[src/hw/rtl/modexp_pkg.sv]
package modexp_pkg;

  localparam int WordW = 31;
  localparam int ExpW  = 63;
  localparam int CntW  = $clog2(WordW);

  // request to the modular multiplier; operand a must not exceed m
  typedef struct packed {
    logic             go;
    logic [WordW-1:0] a;
    logic [WordW-1:0] b;
    logic [WordW-1:0] m;
  } mm_req_t;

  typedef struct packed {
    logic             done;
    logic [WordW-1:0] res;
  } mm_rsp_t;

endpackage

[src/hw/rtl/modexp_modmul.sv]
// Interleaved modular multiplier: one bit of b per cycle, MSB first.
// r = 2r mod m, then r = (r + a) mod m when the bit is set.
module modexp_modmul (
  input  logic                clk,
  input  logic                rst_n,
  input  modexp_pkg::mm_req_t req,
  output modexp_pkg::mm_rsp_t rsp
);

  typedef enum logic {
    MM_IDLE,
    MM_RUN
  } mm_state_t;

  localparam logic [modexp_pkg::CntW-1:0] LastCnt =
    modexp_pkg::CntW'(modexp_pkg::WordW - 1);

  mm_state_t                      state_r;
  logic [modexp_pkg::WordW-1:0]   a_r;
  logic [modexp_pkg::WordW-1:0]   b_r;
  logic [modexp_pkg::WordW-1:0]   m_r;
  logic [modexp_pkg::WordW-1:0]   r_r;
  logic [modexp_pkg::CntW-1:0]    cnt_r;
  logic                           done_r;

  logic [modexp_pkg::WordW:0]     dbl;
  logic [modexp_pkg::WordW:0]     dbl_red;
  logic [modexp_pkg::WordW:0]     sum;
  logic [modexp_pkg::WordW:0]     sum_red;
  logic [modexp_pkg::WordW:0]     m_ext;
  logic [modexp_pkg::WordW-1:0]   r_nxt;

  // r < m, so both the doubled and the added value stay below 2m
  always_comb begin
    m_ext   = {1'b0, m_r};
    dbl     = {r_r, 1'b0};
    dbl_red = (dbl >= m_ext) ? dbl - m_ext : dbl;
    sum     = dbl_red + (b_r[modexp_pkg::WordW-1] ? {1'b0, a_r} : '0);
    sum_red = (sum >= m_ext) ? sum - m_ext : sum;
    r_nxt   = sum_red[modexp_pkg::WordW-1:0];
  end

  always_ff @(posedge clk) begin
    if (!rst_n) begin
      state_r <= MM_IDLE;
      done_r  <= 1'b0;
      cnt_r   <= '0;
    end else begin
      done_r <= 1'b0;
      case (state_r)
        MM_IDLE: begin
          if (req.go) begin
            a_r     <= req.a;
            b_r     <= req.b;
            m_r     <= req.m;
            r_r     <= '0;
            cnt_r   <= '0;
            state_r <= MM_RUN;
          end
        end
        MM_RUN: begin
          r_r   <= r_nxt;
          b_r   <= {b_r[modexp_pkg::WordW-2:0], 1'b0};
          cnt_r <= cnt_r + 1'b1;
          if (cnt_r == LastCnt) begin
            done_r  <= 1'b1;
            state_r <= MM_IDLE;
          end
        end
        default: state_r <= MM_IDLE;
      endcase
    end
  end

  assign rsp.done = done_r;
  assign rsp.res  = r_r;

endmodule

[src/hw/rtl/modular_exponentiation.sv]
// Channel   | Ports                                        | Transfer
// ----------+----------------------------------------------+---------------------------
// input     | in_base_value, in_exponent_value,            | start high, busy low
//           | in_modulus_value                             |
// result    | out_power_result                             | out_valid high, one cycle
//
// Zero exponent or zero modulus: result in the cycle after the transfer, busy stays low.
// Otherwise: one modular multiply reduces the base, then per exponent bit up to the
// top set bit one decision state (ST_STEP) and the modular multiplies, one multiply
// for a clear bit and two for a set bit below the top one.
// All multiplies go through the one shared bit-serial modular multiplier.
// busy is high from the transfer until the result cycle; the receiver cannot stall.
// rst_n is synchronous; a result is never lost, out_valid pulses once per item.
module modular_exponentiation (
  input  logic                           clk,
  input  logic                           rst_n,
  input  logic                           start,
  output logic                           busy,
  input  logic [modexp_pkg::WordW-1:0]   in_base_value,
  input  logic [modexp_pkg::ExpW-1:0]    in_exponent_value,
  input  logic [modexp_pkg::WordW-1:0]   in_modulus_value,
  output logic                           out_valid,
  output logic [modexp_pkg::WordW-1:0]   out_power_result
);

  typedef enum logic [2:0] {
    ST_IDLE,
    ST_BASE,
    ST_STEP,
    ST_MUL,
    ST_SQR
  } state_t;

  localparam logic [modexp_pkg::WordW-1:0] One = modexp_pkg::WordW'(1);

  state_t                         state_r;
  logic [modexp_pkg::ExpW-1:0]    e_r;
  logic [modexp_pkg::WordW-1:0]   m_r;
  logic [modexp_pkg::WordW-1:0]   acc_r;
  logic [modexp_pkg::WordW-1:0]   pw_r;
  logic                           mm_go_r;
  logic [modexp_pkg::WordW-1:0]   mm_a_r;
  logic [modexp_pkg::WordW-1:0]   mm_b_r;
  logic                           out_valid_r;
  logic [modexp_pkg::WordW-1:0]   out_res_r;
  logic                           accept;

  modexp_pkg::mm_req_t mm_req;
  modexp_pkg::mm_rsp_t mm_rsp;

  assign accept = start && (state_r == ST_IDLE);

  assign mm_req.go = mm_go_r;
  assign mm_req.a  = mm_a_r;
  assign mm_req.b  = mm_b_r;
  assign mm_req.m  = m_r;

  modexp_modmul u_modmul (
    .clk   (clk),
    .rst_n (rst_n),
    .req   (mm_req),
    .rsp   (mm_rsp)
  );

  always_ff @(posedge clk) begin
    if (!rst_n) begin
      state_r     <= ST_IDLE;
      mm_go_r     <= 1'b0;
      out_valid_r <= 1'b0;
    end else begin
      mm_go_r     <= 1'b0;
      out_valid_r <= 1'b0;
      case (state_r)
        ST_IDLE: begin
          if (accept) begin
            e_r   <= in_exponent_value;
            m_r   <= in_modulus_value;
            acc_r <= One;
            if (in_exponent_value == '0) begin
              out_valid_r <= 1'b1;
              out_res_r   <= One;
            end else if (in_modulus_value == '0) begin
              out_valid_r <= 1'b1;
              out_res_r   <= '0;
            end else begin
              // base * 1 mod m brings the base below the modulus
              mm_a_r  <= One;
              mm_b_r  <= in_base_value;
              mm_go_r <= 1'b1;
              state_r <= ST_BASE;
            end
          end
        end
        ST_BASE: begin
          if (mm_rsp.done) begin
            pw_r    <= mm_rsp.res;
            state_r <= ST_STEP;
          end
        end
        ST_STEP: begin
          mm_go_r <= 1'b1;
          if (e_r[0]) begin
            mm_a_r  <= acc_r;
            mm_b_r  <= pw_r;
            state_r <= ST_MUL;
          end else begin
            // bit clear, so higher bits remain: square only
            mm_a_r  <= pw_r;
            mm_b_r  <= pw_r;
            state_r <= ST_SQR;
          end
        end
        ST_MUL: begin
          if (mm_rsp.done) begin
            acc_r <= mm_rsp.res;
            if (e_r[modexp_pkg::ExpW-1:1] == '0) begin
              out_valid_r <= 1'b1;
              out_res_r   <= mm_rsp.res;
              state_r     <= ST_IDLE;
            end else begin
              mm_a_r  <= pw_r;
              mm_b_r  <= pw_r;
              mm_go_r <= 1'b1;
              state_r <= ST_SQR;
            end
          end
        end
        ST_SQR: begin
          if (mm_rsp.done) begin
            pw_r    <= mm_rsp.res;
            e_r     <= {1'b0, e_r[modexp_pkg::ExpW-1:1]};
            state_r <= ST_STEP;
          end
        end
        default: state_r <= ST_IDLE;
      endcase
    end
  end

  assign busy             = (state_r != ST_IDLE);
  assign out_valid        = out_valid_r;
  assign out_power_result = out_res_r;

endmodule

[config.mk]
export PLATFORM = sky130hd
export DESIGN_NAME = modular_exponentiation
export DESIGN_NICKNAME = d
export VERILOG_FILES = /design/src/hw/rtl/modexp_pkg.sv /design/src/hw/rtl/modexp_modmul.sv /design/src/hw/rtl/modular_exponentiation.sv
export SDC_FILE = /design/constraint.sdc
export NUM_CORES = 1
export LEC_CHECK = 0
export ABC_AREA = 0
export ABC_CLOCK_PERIOD_IN_PS = 13270
export BUFFER_PORTS_ARGS = -buffer_cell sky130_fd_sc_hd__buf_4
export CAP_MARGIN = 20
export CORE_MARGIN = 2
export CORE_UTILIZATION = 30
export CTS_BUF_LIST = sky130_fd_sc_hd__clkbuf_8
export CTS_CLUSTER_SIZE = 14
export DETAILED_ROUTE_END_ITERATION = 8
export GPL_ROUTABILITY_DRIVEN = 0
export SLEW_MARGIN = 20
export SYNTH_ARGS = -nofsm -noshare
export SYNTH_HDL_FRONTEND = slang
export SYNTH_SLANG_ARGS = --single-unit
[constraint.sdc]
create_clock -name clk -period 13.27 [get_ports clk]
set_input_delay 2.654 -clock clk [delete_from_list [all_inputs] [get_ports clk]]
set_output_delay 2.654 -clock clk [all_outputs]
set_load 0.01 [all_outputs]
# Yosys cells after proc, flatten, opt, wreduce, memory -nomap -nowiden
# Cells that the tools add are included.
# classes
n_addsub	4
magnitude_cmp	2
n_eq_ne	15
muxes	56
bitwise	1
reduce_logical	20
# ops
cell	n
31-bit two-way mux	20
31-bit one-hot mux with 2 select lines	4
31-bit one-hot mux with 3 select lines	2
63-bit two-way mux	2
63-bit one-hot mux with 2 select lines	1
32-bit by 31-bit >= comparator with 1-bit output	2
63-bit zero test	1
62-bit zero test	1
32-bit by 31-bit adder with 32-bit output	1
32-bit two-way mux	1
32-bit by 31-bit subtractor with 32-bit output	1
31-bit zero test	1
31-bit subtractor	1
3-bit two-way mux	7
1-bit two-way mux	13
2-bit inequality test (second input constant)	6
3-bit one-hot mux with 4 select lines	1
5-bit one-hot mux with 2 select lines	1
3-bit AND reduction	3
4-bit AND reduction	2
7-bit AND reduction	1
3-bit by 2-bit equality test with 1-bit output (second input constant)	2
2-bit by 1-bit inequality test with 1-bit output (second input constant)	3
6-bit AND reduction	1
other kinds (16)	20
# totals
ff_bits	385
in_bits	128
out_inout_bits	33
elab_cells	115

# Longest topological paths before layout
# Gate-level depths: netlist (run 1).
# depth
ltp_word	6
ltp_mapped	35
depth_no_buf	32

# Modules after synthesis
# A second synthesis (run 1) with hierarchy kept.
# hier_totals
hier_cells	1626
hier_area_um2	20408.3
# modules_own_cells
mod	n_inst	cells_each	area_each_um2	seq_area_each_um2
modexp_modmul	1	1087	10518.8	3863.7
modular_exponentiation	1	539	9889.5	7577.3

# Worst setup path after synthesis (run 1)
# No wires, ideal clock.
# synth_path
path_type	in2reg
from	input port in_exponent_value[51] in the netlist's numbering
to	register mm_a_r[0] in the netlist's numbering, enable pin
setup_time_ps	813
arrival_time_ps	12924
required_ps	12457
slack_ps	-467
cell_stages	8
n_path_buf	0
cell_sequence	nor4_1 > nand4_1 > nor4_1 > nor2_1 > nand2_1 > nand2_1 > o21ai_0 > a2111oi_0
# synth_between
elab_chain_len	3
# synth_rtl
element	line	text
start: declaration	modular_exponentiation.sv:20	input logic [modexp_pkg::ExpW-1:0] in_exponent_value,
63-bit zero test	modular_exponentiation.sv:79	if (in_exponent_value == '0) begin
2-bit inequality test (no line)	n/a	
7-bit AND reduction (no line)	n/a	
end signal: assignment	modular_exponentiation.sv:87	mm_a_r <= One;
end signal: assignment	modular_exponentiation.sv:103	mm_a_r <= acc_r;
end signal: assignment	modular_exponentiation.sv:108	mm_a_r <= pw_r;
end: declaration	modular_exponentiation.sv:42	logic [modexp_pkg::WordW-1:0] mm_a_r;
# No other way between the ends.
# A chain may end at the register's enable or synchronous reset.

# Final worst setup path (run 1)
# layout_path
from	register u_modmul.r_r[10] in the netlist's numbering
to	register u_modmul.r_r[1] in the netlist's numbering (data pin)
# layout_between
elab_chain_len	6
elab_cells_between_ends	8
cone_classes	add/sub: 3; order compare: 2; mux: 3
# layout_rtl
element	line	text
start: declaration	modexp_modmul.sv:22	logic [modexp_pkg::WordW-1:0] r_r;
start signal: assignment	modexp_modmul.sv:62	r_r <= r_nxt;
32-bit by 31-bit subtractor with 32-bit output / 32-bit by 31-bit >= comparator with 1-bit output (equally long branches)	modexp_modmul.sv:37	dbl_red = (dbl >= m_ext) ? dbl - m_ext : dbl;
32-bit two-way mux *	modexp_modmul.sv:37	
32-bit by 31-bit adder with 32-bit output *	modexp_modmul.sv:38	sum = dbl_red + (b_r[modexp_pkg::WordW-1] ? {1'b0, a_r} : '0);
32-bit by 31-bit >= comparator with 1-bit output / 31-bit subtractor (equally long branches)	modexp_modmul.sv:39	sum_red = (sum >= m_ext) ? sum - m_ext : sum;
31-bit two-way mux *	modexp_modmul.sv:39	
31-bit one-hot mux with 2 select lines *	modexp_modmul.sv:50	case (state_r)
# Every way passes the cells marked *; elsewhere a longest branch is shown, timed or not.

==> results of run 1 <==
## state kept, by name (all words and copies together), names as in the netlist, 5 cells and up
name,count
e_r,63
acc_r,31
m_r,31
mm_a_r,31
mm_b_r,31
out_power_result,31
pw_r,31
u_modmul.a_r,31
u_modmul.b_r,31
u_modmul.m_r,31
u_modmul.r_r,31
u_modmul.cnt_r,5
## area by class of cell
class                      instances  area, um2  share of cell area
antenna                            1      2.502           0.0001047
clock buffer                      68      935.9             0.03915
clock inverter                    50      246.5             0.01031
inverter                          55      206.4            0.008636
multi-input combinational       1227       8607              0.3601
sequential                       385      11440              0.4787
tap                              873       1092             0.04569
timing repair buffer             180       1371             0.05737
## worst reg2reg max path: cells and delay by family, from the launching register on
kind                     cells  cell delay, ps
XOR/XNOR                     1             190
flip-flops                   1             490
AND/OR/NAND/NOR              7            1290
adder cells (fa/ha/maj)      3            1170
multiplexers                 1             370
buffers and inverters        1             290
AO/OA/AOI/OAI               16            4200
## final timing paths
check / from / to / slack, ps / cells after the start
min: mm_a_r[17] / u_modmul.a_r[17] / 420 / 0
max reg2reg: u_modmul.r_r[10] / u_modmul.r_r[1] / 4950 / 29
min reg2reg: mm_a_r[17] / u_modmul.a_r[17] / 420 / 0
max: u_modmul.r_r[10] / u_modmul.r_r[1] / 4950 / 29
## power breakdown
part / total, mW / internal, mW / switching, mW
Clock: 0.988 / 0.498 / 0.489
Combinational: 1.88 / 0.721 / 1.16
Sequential: 1.49 / 1.44 / 0.0452
Total: 4.36 / 2.66 / 1.70
## metal layers
layer / GRT usage / vias to the layer above / wire [um]
met4: 0.04932 / 0 / 1079
met3: 0.03120 / 79 / 3394
met5: 0 / - / 0
met2: 0.2283 / 480 / 23930
li1: - / 6904 / -
met1: 0.2137 / 6994 / 25110
## cell usage in the layout (no fill, tap or decap), types with 33 or more instances in the layout
master and count:
nand3_1 41, inv_1 75, edfxtp_1 373, and2_1 33, mux2_2 106, and3_1 44, nor4_1 42, ha_1 95
clkbuf_8 68, buf_4 179, nand2_1 209, a21oi_1 142, nor2_1 68, a21o_1 53, o21ai_0 39, xnor2_1 57
## metrics by stage
stage / std cells / hold WS, ps / worst slack (ps) / instance area (um2)
6_report: 2839 / 415.6 / 4952 / 23900
5_1_grt: 2839 / 420.0 / 4342 / 23900
4_1_cts: 2838 / 413.7 / 5079 / 23900
3_5_place_dp: 2720 / 404.5 / 5085 / 22720
3_3_place_gp: 2719 / 402.7 / 5320 / 22690
2_1_floorplan: 1743 / 400.3 / 2582 / 20510
## cell families (layout without fill, tap and decap cells)
| family | Yosys count | count (layout) |
|---|---|---|
| xor+xnor | 83 | 83 |
| flops | 385 | 385 |
| buf+inv | 131 | 353 |
| mux | 113 | 113 |
| simple gates | 539 | 539 |
| other cells | 0 | 1 |
| compound gates | 394 | 394 |
| fa+ha+maj | 98 | 98 |
==> metrics.cfg, run 1 <==
[synth]
synthArstFlopShare = 0
synth.most_common_cell = edfxtp_1
ys_seq_elements = 385
syn_inst = 1743
synth_compound_area_frac = 0.1278
synth_xor_xnor_area_share = 0.03708
synth_common_cells = edfxtp_1 (373), nand2_1 (209), a21oi_1 (144)
synth_edf_count = 373
ys_seq_area_frac = 0.5577
yosys.area_share.simple = 0.1289
synth_top_family_by_area = simple AND/OR/NAND/NOR gates
synthAdderAreaFrac = 0.06087
synth_top_cell_by_area = edfxtp_1
yosysWarnings = 0
syn_avg_cell_area_um2 = 11.77
synth.distinct_cells = 79
yosys.area.top_type_share = 0.5460
synth_ff_type = edfxtp_1
syn_nets = 1969
synth_area_leaders = edfxtp_1 (55%), mux2_2 (5.8%), ha_1 (5.8%)
muxShareOfSynthArea = 0.06167
netlist_area_um2 = 20510

[timing]
rsz0062_at_grt = false
final_min_period_over_clock_period = 0.6268
period_needed_ps = 8318
fin_skew_ps = 27.66
drv_slew = 0
fmax_mhz = 120.2
worstMarginPinSlew_ps = 1031
max_slew_margin = 0.3128
tns_ps = 0
finalHoldViolCount = 0
setup_violations = 0

[power_and_ir_drop]
peakVddDrop_uv = 116.4
power.total_mw = 4.357
powerDensity_nw_per_um2 = 182.3
leakage_nw = 9.056

[worst_setup_path]
critical_path.top_delay_family = compound AO/OA/AOI/OAI gates
cp_slowest_cell = a2111oi_0
critPathBufInv = 1
path_max_fanout = 47
crit_required_ps = 13630
crit_type = register to register
cp-start-kind = register
crit_top_cell = a21oi_1
endpoint_kind = register
critPathMaxStageDelay_ps = 560
worstPathArrival_ps = 8680

[floorplan]
top_level_ports = 161
rows = 95
dieArea_um2 = 70480
initial_core_util = 0.3044
core_area_um2 = 67400
fp.dieW_um = 265.5
die_h_um = 265.5

[status]
status = complete, no violations

[layout]
drive_gt1_frac = 0.2148
n_fill_cell = 6526
fin_util = 0.3547
syn2layout_area_growth_pct = 16.53
nets = 2141

[clock_tree]
ctsResizeCount = 0
clkLatencyLatePin_ps = 650
cts.sinks = 385
clockBufferDepth = 3
cts_buffers = 66
clock-root-buffer = clkbuf_8
ctsHtreeMaxLevel = 3
cts_hold_buffers = 0
clk_pin_slew_worst_paths_ps = 60
cts_setup_buffers = 0
cts_tree = yes

[detailed_routing]
drc = 0
wl_per_cell_um = 18.85
routed_wl_um = 53520
ant_nets = 0
drtIter0Drc = 1204
avgViaCountPerCell = 5.092
first_pass_iters = 5
vias = 14460

[global_route]
grt_max_degree = 65
antenna_found_initial = 2
grt_pass1_wl_um = 82580
grt_usage = 0.1505
overflow = 0
grt_pass1_vias = 14340

[hold_path]
min_path_type = register to register

[placed_design]
port_buffers = 160
dp_hpwl_um = 39120

[job]
cap_violations = 0

(Power assumes the default switching activity.)
==> inputs of run 2 (changes only) <==
--- a/config.mk
+++ b/config.mk
@@ -6,7 +6,7 @@
 export NUM_CORES = 1
 export LEC_CHECK = 0
 export ABC_AREA = 0
-export ABC_CLOCK_PERIOD_IN_PS = 13270
+export ABC_CLOCK_PERIOD_IN_PS = 8400
 export BUFFER_PORTS_ARGS = -buffer_cell sky130_fd_sc_hd__buf_4
 export CAP_MARGIN = 20
 export CORE_MARGIN = 2
==> constraint.sdc (replaced) <==
create_clock -name clk -period 8.4 [get_ports clk]
set_input_delay 1.68 -clock clk [delete_from_list [all_inputs] [get_ports clk]]
set_output_delay 1.68 -clock clk [all_outputs]
set_load 0.01 [all_outputs]
==> run 2 against run 1 <==
Net effect: utilization grew 0.25 points; clock skew grew 7.5 ps; register-to-register slack lost 4600 ps.
==> metrics.cfg, run 2 (synthesis results as in run 1) <==
[worst_setup_path]
crit_top_cell = a21o_1
cp-start-kind = register
critPathMaxStageDelay_ps = 480  ; -80 ps
path_max_fanout = 47  ; unchanged
crit_required_ps = 8780  ; -4850 ps
endpoint_kind = register
crit_type = register to register
cp_slowest_cell = a2111oi_4
worstPathArrival_ps = 8450  ; -230 ps

[power_and_ir_drop]
powerDensity_nw_per_um2 = 291.1  ; +60%
peakVddDrop_uv = 157.8  ; +36%
leakage_nw = 9.109  ; +0.59%

[placed_design]
port_buffers = 160  ; unchanged
dp_hpwl_um = 38960  ; -0.40%
post-place-ws_ps = 250.0  ; -4835 ps

[timing]
drv_slew = 0  ; unchanged
fmax_mhz = 123.9  ; +3.1%
final_min_period_over_clock_period = 0.9606  ; +0.3337
max_slew_margin = 0.3882  ; +0.07542
fin_skew_ps = 35.21  ; +7.548 ps
fin_ws_ps = 331.3  ; -4621 ps
setup_violations = 0  ; unchanged
finalHoldViolCount = 0  ; unchanged
worstMarginPinSlew_ps = 915.7  ; -115.1 ps
period_needed_ps = 8069  ; -249.1 ps
tns_ps = 0  ; unchanged

[floorplan]
top_level_ports = 161  ; unchanged
rows = 95  ; unchanged
die_h_um = 265.5  ; unchanged
core_area_um2 = 67400  ; unchanged
initial_core_util = 0.3044  ; unchanged
dieArea_um2 = 70480  ; unchanged
fp.dieW_um = 265.5  ; unchanged

[layout]
regMostFlops = e_r
syn2layout_area_growth_pct = 17.37
final_common_cell = edfxtp_1
largest_register_ffs = 63  ; unchanged
regArea_um2 = 11440  ; unchanged
n_fill_cell = 6509  ; -0.26%
drive_gt1_frac = 0.2214  ; +0.006616
nets = 2142  ; +0.047%
layout_common_cells = edfxtp_1 (373), nand2_1 (209), buf_4 (179), a21oi_1 (141), mux2_2 (106)
multiInputGateArea_um2 = 8690  ; +0.96%

[global_route]
grt_max_degree = 64  ; -1.5%
grt_pass1_wl_um = 82030  ; -0.67%
grt_pass1_vias = 14270  ; -0.48%
grt_usage = 0.1498  ; -0.0006522
antenna_found_initial = 1  ; -1
overflow = 0  ; unchanged

[clock_tree]
clk_pin_slew_worst_paths_ps = 60  ; about the same
ctsHtreeMaxLevel = 3  ; unchanged
clockBufferDepth = 3  ; unchanged
clock-root-buffer = clkbuf_8
clkLatencyLatePin_ps = 650  ; about the same
cts_buffers = 66  ; unchanged
cts_tree = yes
cts_hold_buffers = 0  ; unchanged
cts.sinks = 385  ; unchanged

[detailed_routing]
routed_wl_um = 53630  ; +0.21%
drc = 0  ; unchanged
avgViaCountPerCell = 5.117  ; +0.49%
wl_per_cell_um = 18.89  ; +0.21%
vias = 14530  ; +0.49%
drtIter0Drc = 1464  ; +22%
first_pass_iters = 5  ; unchanged
ant_nets = 0  ; unchanged

[status]
status = complete, no violations

[hold_path]
min_path_type = register to register

[job]
cap_violations = 0  ; unchanged

run 2: path summary, 6_finish.rpt:
kind | cells past startpoint | start | slack, ps | endpoint
max | 31 | u_modmul.r_r[16] | 330 | u_modmul.r_r[0]
min | 0 | m_r[14] | 400 | u_modmul.m_r[14]
max reg2reg | 31 | u_modmul.r_r[16] | 330 | u_modmul.r_r[0]
min reg2reg | 0 | m_r[14] | 400 | u_modmul.m_r[14]
run 2: routing by layer:
| layer | part of all wire | vias up | track usage | wire, um |
|---|---|---|---|---|
| li1 | - | 6901 | - | - |
| met1 | 0.47 | 7006 | 0.2149 | 25260 |
| met2 | 0.43 | 519 | 0.2210 | 23110 |
| met3 | 0.069 | 102 | 0.03046 | 3677 |
| met4 | 0.030 | 0 | 0.05848 | 1584 |
| met5 | 0 | - | 0 | 0 |
run 2: worst max-delay path: cells and delay by family (launching register included):
family                   cells  cell delay [ps]
AND/OR/NAND/NOR              6              830
AO/OA/AOI/OAI               17             4080
flip-flops                   1              440
buffers and inverters        3              580
multiplexers                 2              500
adder cells (fa/ha/maj)      3             1300
run 2: stage by stage:
step / utilization / total power, mW / cells / hold WS [ps] / cell area [um2]
floorplan: - / 4.608 / 1743 / 400.3 / 20530
finish: 0.3572 / 7.007 / 2839 / 402.7 / 24080
global route: 0.3572 / 7.432 / 2839 / 423.0 / 24080
detailed placement: 0.3372 / 5.294 / 2719 / 404.5 / 22730
global placement: 0.3372 / 5.249 / 2719 / 401.5 / 22730
CTS: 0.3558 / 6.964 / 2836 / 417.1 / 23980
run 2: power by group:
group / internal (mW) / switching (mW) / total, mW / leakage [nW]
Combinational: 1.17 / 1.85 / 3.03 / 4.85
Sequential: 2.28 / 0.0712 / 2.35 / 3.56
Clock: 0.865 / 0.766 / 1.63 / 0.704
Total: 4.32 / 2.69 / 7.01 / 9.11
run 2: final cells by class:
cell class,instances,share of cell area
Sequential cell,385,0.4753
Antenna cell,1,0.0001039
Clock buffer,70,0.04002
Timing Repair Buffer,181,0.05779
Tap cell,873,0.04537
Clock inverter,47,0.01195
Inverter,55,0.008575
Multi-Input combinational cell,1227,0.3609
run 2: what timing repair did:
action,4_1_cts,5_1_grt
endpoints found under the hold margin,0,0
endpoints found under the setup margin,0,31
setup buffers,0,1
resized for setup,0,12
